## src/rtl/abad_pkg.sv

```systemverilog
`default_nettype none
// -----------------------------------------------------------------------------
// abad_pkg
// Shared types and constants for the adaptive binary arithmetic decoder.
// -----------------------------------------------------------------------------
package abad_pkg;

  localparam int unsigned RangeW      = 64;
  localparam int unsigned ProbW       = 32;
  localparam int unsigned CountW      = 28;
  localparam int unsigned OwedW       = 4;
  localparam int unsigned ContextBits = 8;

  localparam logic [OwedW-1:0]  OwedMax   = OwedW'(8);
  localparam logic [ProbW-1:0]  ProbReset = '1;
  localparam logic [CountW:0]   CountLim  = {1'b0, {CountW{1'b1}}};

  // Request kinds on the input channel.
  localparam logic ActFeed   = 1'b0;
  localparam logic ActDecode = 1'b1;

  typedef enum logic [3:0] {
    S_CLEAR,
    S_IDLE,
    S_SPAN,
    S_MUL,
    S_MID,
    S_BIT,
    S_RD,
    S_LOAD,
    S_DIV,
    S_DONE
  } state_e;

  typedef struct packed {
    logic [CountW-1:0] zeros;
    logic [CountW-1:0] ones;
  } count_pair_t;

endpackage
`default_nettype wire

```

## src/rtl/abad_div.sv

```systemverilog
`default_nettype none
// -----------------------------------------------------------------------------
// abad_div
// Restoring divider for the next one-probability: ((ones+1) << 32) / (total+2),
// one quotient bit per cycle.
// -----------------------------------------------------------------------------
module abad_div (
  input  wire logic                          clk_i,
  input  wire logic                          rst_ni,
  input  wire logic                          start_i,
  input  wire abad_pkg::count_pair_t         counts_i,
  output logic                               done_o,
  output logic [abad_pkg::ProbW-1:0]         quot_o
);

  localparam int unsigned RemW = abad_pkg::CountW + 1;
  localparam int unsigned DenW = abad_pkg::CountW + 2;
  localparam int unsigned StepW = $clog2(abad_pkg::ProbW);

  logic               busy_q, busy_d;
  logic               done_q, done_d;
  logic [StepW-1:0]   step_q, step_d;
  logic [RemW-1:0]    rem_q, rem_d;
  logic [DenW-1:0]    den_q, den_d;
  logic [abad_pkg::ProbW-1:0] quot_q, quot_d;
  logic [DenW-1:0]    shifted;
  logic               fits;

  // The remainder starts below the divisor because ones + 1 < total + 2,
  // so the quotient takes exactly ProbW steps.
  always_comb begin
    shifted = {rem_q, 1'b0};
    fits    = (shifted >= den_q);
    busy_d  = busy_q;
    done_d  = 1'b0;
    step_d  = step_q;
    rem_d   = rem_q;
    den_d   = den_q;
    quot_d  = quot_q;
    if (start_i) begin
      busy_d = 1'b1;
      step_d = '0;
      rem_d  = RemW'(counts_i.ones) + RemW'(1);
      den_d  = DenW'(counts_i.zeros) + DenW'(counts_i.ones) + DenW'(2);
    end else if (busy_q) begin
      if (fits) begin
        rem_d = RemW'(shifted - den_q);
      end else begin
        rem_d = RemW'(shifted);
      end
      quot_d = {quot_q[abad_pkg::ProbW-2:0], fits};
      step_d = step_q + StepW'(1);
      if (step_q == '1) begin
        busy_d = 1'b0;
        done_d = 1'b1;
      end
    end
  end

  always_ff @(posedge clk_i or negedge rst_ni) begin
    if (!rst_ni) begin
      busy_q <= 1'b0;
      done_q <= 1'b0;
      step_q <= '0;
    end else begin
      busy_q <= busy_d;
      done_q <= done_d;
      step_q <= step_d;
    end
  end

  always_ff @(posedge clk_i) begin
    rem_q  <= rem_d;
    den_q  <= den_d;
    quot_q <= quot_d;
  end

  assign done_o = done_q;
  assign quot_o = quot_q;

endmodule
`default_nettype wire

```

## config.mk

```make
export PLATFORM = sky130hd
export DESIGN_NAME = abad_div
export DESIGN_NICKNAME = d
export VERILOG_FILES = /design/src/rtl/abad_pkg.sv /design/src/rtl/abad_div.sv
export SDC_FILE = /design/constraint.sdc
export NUM_CORES = 1
export LEC_CHECK = 0
export BUFFER_PORTS_ARGS = -buffer_cell sky130_fd_sc_hd__buf_2
export CORE_MARGIN = 1.5
export CORE_UTILIZATION = 57
export DETAILED_ROUTE_END_ITERATION = 8
export GPL_ROUTABILITY_DRIVEN = 0
export PLACE_DENSITY = 0.75
export SLEW_MARGIN = 20
export SYNTH_ARGS = -nofsm -noshare
export SYNTH_HDL_FRONTEND = slang
export SYNTH_SLANG_ARGS = --single-unit
```

## constraint.sdc

```tcl
create_clock -name clk_i -period 4.2 [get_ports clk_i]
set_input_delay 0.63 -clock clk_i [delete_from_list [all_inputs] [get_ports clk_i]]
set_output_delay 0.63 -clock clk_i [all_outputs]
set_load 0.02 [all_outputs]
```

Word level (Yosys, flattened, before mapping):

Index checks and enable logic that the tools add are counted.

* bitwise logic cells: 1
* reductions and logical operators: 2
* order comparisons: 1
* add/sub/neg operators: 5
* equality and inequality tests: 1
* mux-type cells: 11

Operators by type and width (number)
* $mux 29: 3
* $add 29x2->30 const B: 1
* $ge 30x30->1: 1
* $add 28x1->29 const B: 1
* $add 28x28->29: 1
* $sub 29x29->29: 1
* $mux 5: 2
* $mux 1: 6
* $add 5x1->5 const B: 1
* $eq 5x5->1 const B: 1
* $reduce_and 2->1: 1
* $reduce_bool 2->1: 1
* $not 1->1: 1

* input port bits: 59
* output and inout bits: 33
* register bits after elaboration: 98

Logic depth before layout (Yosys ltp):

* depth in word-level cells: 4
* depth in mapped cells: 15
* depth with buffers taken out: 14

Worst setup path after synthesis:

No wires, ideal clock.

* path type: in2reg
* start point: input counts_i[1] (netlist name)
* end point: register den_q[25] (data pin)
* stages on the path: 14
* setup slack: 1.014 ns
* arrival: 2.921 ns
* data required time: 3.935 ns
* cell sequence: inv_1 ha_1 inv_1 ha_1 inv_1 fa_1 nor2b_1 o21bai_1 a211oi_1 o311ai_1 a31oi_1 a21oi_1 o21ai_0 xor2_1

* cells in the longest elaborated chain, start to end: 2

Ends and longest elaborated chain
* start, declared: line abad_div.sv:11 `input wire abad_pkg::count_pair_t counts_i,`
* $add 28x28->29: line abad_div.sv:44 `den_d = DenW'(counts_i.zeros) + DenW'(counts_i.ones) + DenW'(2);`
* $add 29x2->30: line abad_div.sv:44
* end signal, assigned: line abad_div.sv:74 `den_q <= den_d;`
* end, declared: line abad_div.sv:24 `logic [DenW-1:0] den_q, den_d;`

Every way passes these cells.
A chain may end at the register's enable or synchronous reset.

Final worst setup path:

Same ends and word-level chain as after synthesis.

==> results.toml <==
[cts]
clock_insertion_delay_worst_skew_ns = 0.35
cts_post_setup_buffers_inserted = 0
clock_tree.htree_level_count = 3
clock_tree.buffer_depth = 2
cts.repair.resized = 0
clkSinkCount = 98
cts-buffers-inserted = 9
ctsHoldBuffers = 0
clk_root_buffer_cell = "clkbuf_16"
cts_tree = "yes"
worst_setup_hold_path_clk_slew_ns = 0.07

[floorplan]
placementRows = 41
die_height_um = 117
io_pins = 92
dieArea_um2 = 13800
floorplan.die.width_um = 117
start_util = 0.589
core-area_um2 = 12700

[global_route]
grt_overflow = 0
initial_antenna_violation_count = 0
grt.total_usage = 0.241
grt_pass1_vias = 5830
grt_start_max_net_pins = 35
global_route_wire_length_before_repair_mm = 27.3

[synthesis]
synth_top_area_frac = 0.366
yosys_warnings = 0
postSynthAreaPerCell_um2 = 10.2
synth_top_area_cell = "edfxtp_1"
netlist_instances = 734
synthArstFlopShare = 0.0714
mappedNetlistNets = 883
ys_top_cells_by_area = "edfxtp_1, ha_1, xnor2_1"
postSynthRegisterBits = 98
synth.cell_area_um2 = 7460
fraction_of_the_yosys_area_taken_by_sequential_cells = 0.390
number_of_enable_type_register_cells_in_the_synthesized_netlist = 91
dominantRegCellSynth = "edfxtp_1"
synth_cell_type_count = 61

[sta]
final_max_tran_viols = 0
final_critical_path_setup_slack_ns = 0.625
number_of_endpoints_failing_setup_at_the_final_stage = 0
timing.fmax_ghz = 0.280
finalClockSkew_ns = 0.00762
finalHoldViolCount = 0
timing.final.crit_period_ns = 3.57
setup_total_negative_slack_ns = 0
grt_setup_unrepaired = "no"
maxSlewHeadroom = 0.476
worstMarginPinSlew_ns = 0.786
min_period_over_period = 0.851

[routing]
avgRoutedWirePerCell_um = 16.3
via_per_inst = 5.86
ant_nets = 0
total_via_count_after_detailed_routing = 5860
drt_iter0_markers = 449
drt_drc_violations_left = 0
final_routed_wirelength_mm = 16.3
drt_first_pass_iters = 5

[critical_path]
worst-endpoint-required_ns = 4.29
timing.critical_path.fanout_max = 4
r2r-start = "den_q[0]"
crit_path_start = "counts_i[1]"
critPathLaunchType = "primary input"
setup.worst_path.end_class = "register"
cp.arrival_ns = 3.67
setup.worst_path.class = "in2reg"

[layout]
area_growth_pct = 12.3
layout-drive-gt1-share = 0.159
finish.instance_area_um2 = 8380
num_antenna_cells = 0
design.final.nets = 972

[placed_design]
detailed_place_hpwl_mm = 12.6
detailedPlace.worstSlack_ns = 0.327
post_dp_cell_area_um2 = 8050
port_buffers = 91

[hold_path]
class_of_the_tightest_hold_or_removal_check = "in2async"

[outcome]
outcome = "complete, no violations"

[power_and_ir_drop]
p_leak_uw = 0.00379
irDropWorstVdd_mv = 0.318
power_per_cell_area_nw_per_um2 = 587

[run]
max-cap-violations = 0
[per-stage QoR]
stage / total power [µW] / utilization / std cells / hold WS [ns]
floorplan: 3520 / - / 734 / 0.334
global placement: 3910 / 0.635 / 984 / 0.430
detailed placement: 4010 / 0.635 / 984 / 0.428
CTS: 4900 / 0.661 / 1000 / 0.0974
global route: 5280 / 0.661 / 1000 / 0.102
finish: 4920 / 0.661 / 1000 / 0.0974
[sequential cells by signal (all words and copies together), names as in the netlist]
signal	count
busy_q	1
den_q	30
done_o	1
quot_o	32
rem_q	29
step_q	5
[report_power, final]
group | switching (µW) | internal [µW]
logic | 1500 | 1070
registers | 115 | 1370
clock network | 388 | 479
[cell families after synthesis]
kind of cell,Yosys count,share of synthesized area
flip-flops,98,0.390
multiplexers,34,0.0458
XOR/XNOR,76,0.0893
AO/OA/AOI/OAI,171,0.151
buffers and inverters,73,0.0440
AND/OR/NAND/NOR,192,0.127
adder cells (fa/ha/maj),90,0.153
[cell usage after synthesis, types with 5 or more instances]
| library cell | count |
|---|---|
| a31oi_1 | 10 |
| edfxtp_1 | 91 |
| nand3_1 | 23 |
| a21oi_1 | 48 |
| o221ai_1 | 5 |
| a21o_1 | 27 |
| nand2_1 | 55 |
| and3_1 | 12 |
| nand2b_1 | 8 |
| clkbuf_1 | 13 |
| nand4_1 | 16 |
| o21bai_1 | 7 |
| o21ai_0 | 32 |
| xor2_1 | 26 |
| and2_1 | 6 |
| nor2_1 | 38 |
| mux2i_1 | 33 |
| nor2b_1 | 6 |
| ha_1 | 88 |
| o21a_1 | 8 |
| xnor2_1 | 50 |
| inv_1 | 53 |
| nor3_1 | 10 |
| dfrtp_1 | 7 |
[cell usage in the layout, fill, tap and decap left out, drive strengths merged, types with 8 or more instances in the layout]
cell type,count
a31oi,10
a21oi,51
and3,12
nand4,16
buf,96
nor2,38
nand2,55
edfxtp,91
clkbuf,9
mux2i,33
nor3,10
a21o,27
nand2b,8
inv,56
xor2,26
o21a,8
nand3,23
o21ai,34
xnor2,50
ha,88
[path summary, 6_finish.rpt]
path                             endpoint  slack [ns]  depth (start not counted)
worst min register to register  quot_o[5]        0.45                          0
worst max register to register   rem_q[3]        0.65                         10
worst max-delay path            den_q[25]        0.63                         15
worst min-delay path               done_o         0.1                          1
min in group clk_i              quot_o[5]        0.45                          0
max in group asynchronous       step_q[2]        3.96                          1
[critical path, stage by stage]
cell      delay (ns)
buf_2           0.12
inv_1           0.05
ha_1            0.29
inv_1           0.07
ha_1            0.18
inv_1           0.06
fa_1            0.40
nor2b_1         0.19
o21bai_1        0.15
a211oi_1        0.37
o311ai_1        0.23
a31oi_1         0.42
a21oi_1         0.19
o21ai_0         0.23
xor2_1          0.09
[metal layers]
layer	part of all wire	track usage	wire [µm]	vias to the layer above
li1	-	-	-	2883
met1	0.45	0.313	7350	2777
met2	0.49	0.419	7950	173
met3	0.044	0.0355	711	27
met4	0.017	0.0702	284	0
met5	0	0	0	-
[cell type report]
class | count | area [µm²]
fillers | 979 | 4300
multi-input cells | 563 | 4220
flip-flops and latches | 98 | 2910
repair buffers | 96 | 493
clock buffers | 9 | 225
well taps | 172 | 215
inverters | 55 | 211
clock inverters | 7 | 98.8
No activity file was read; power rests on OpenSTA's default activity.
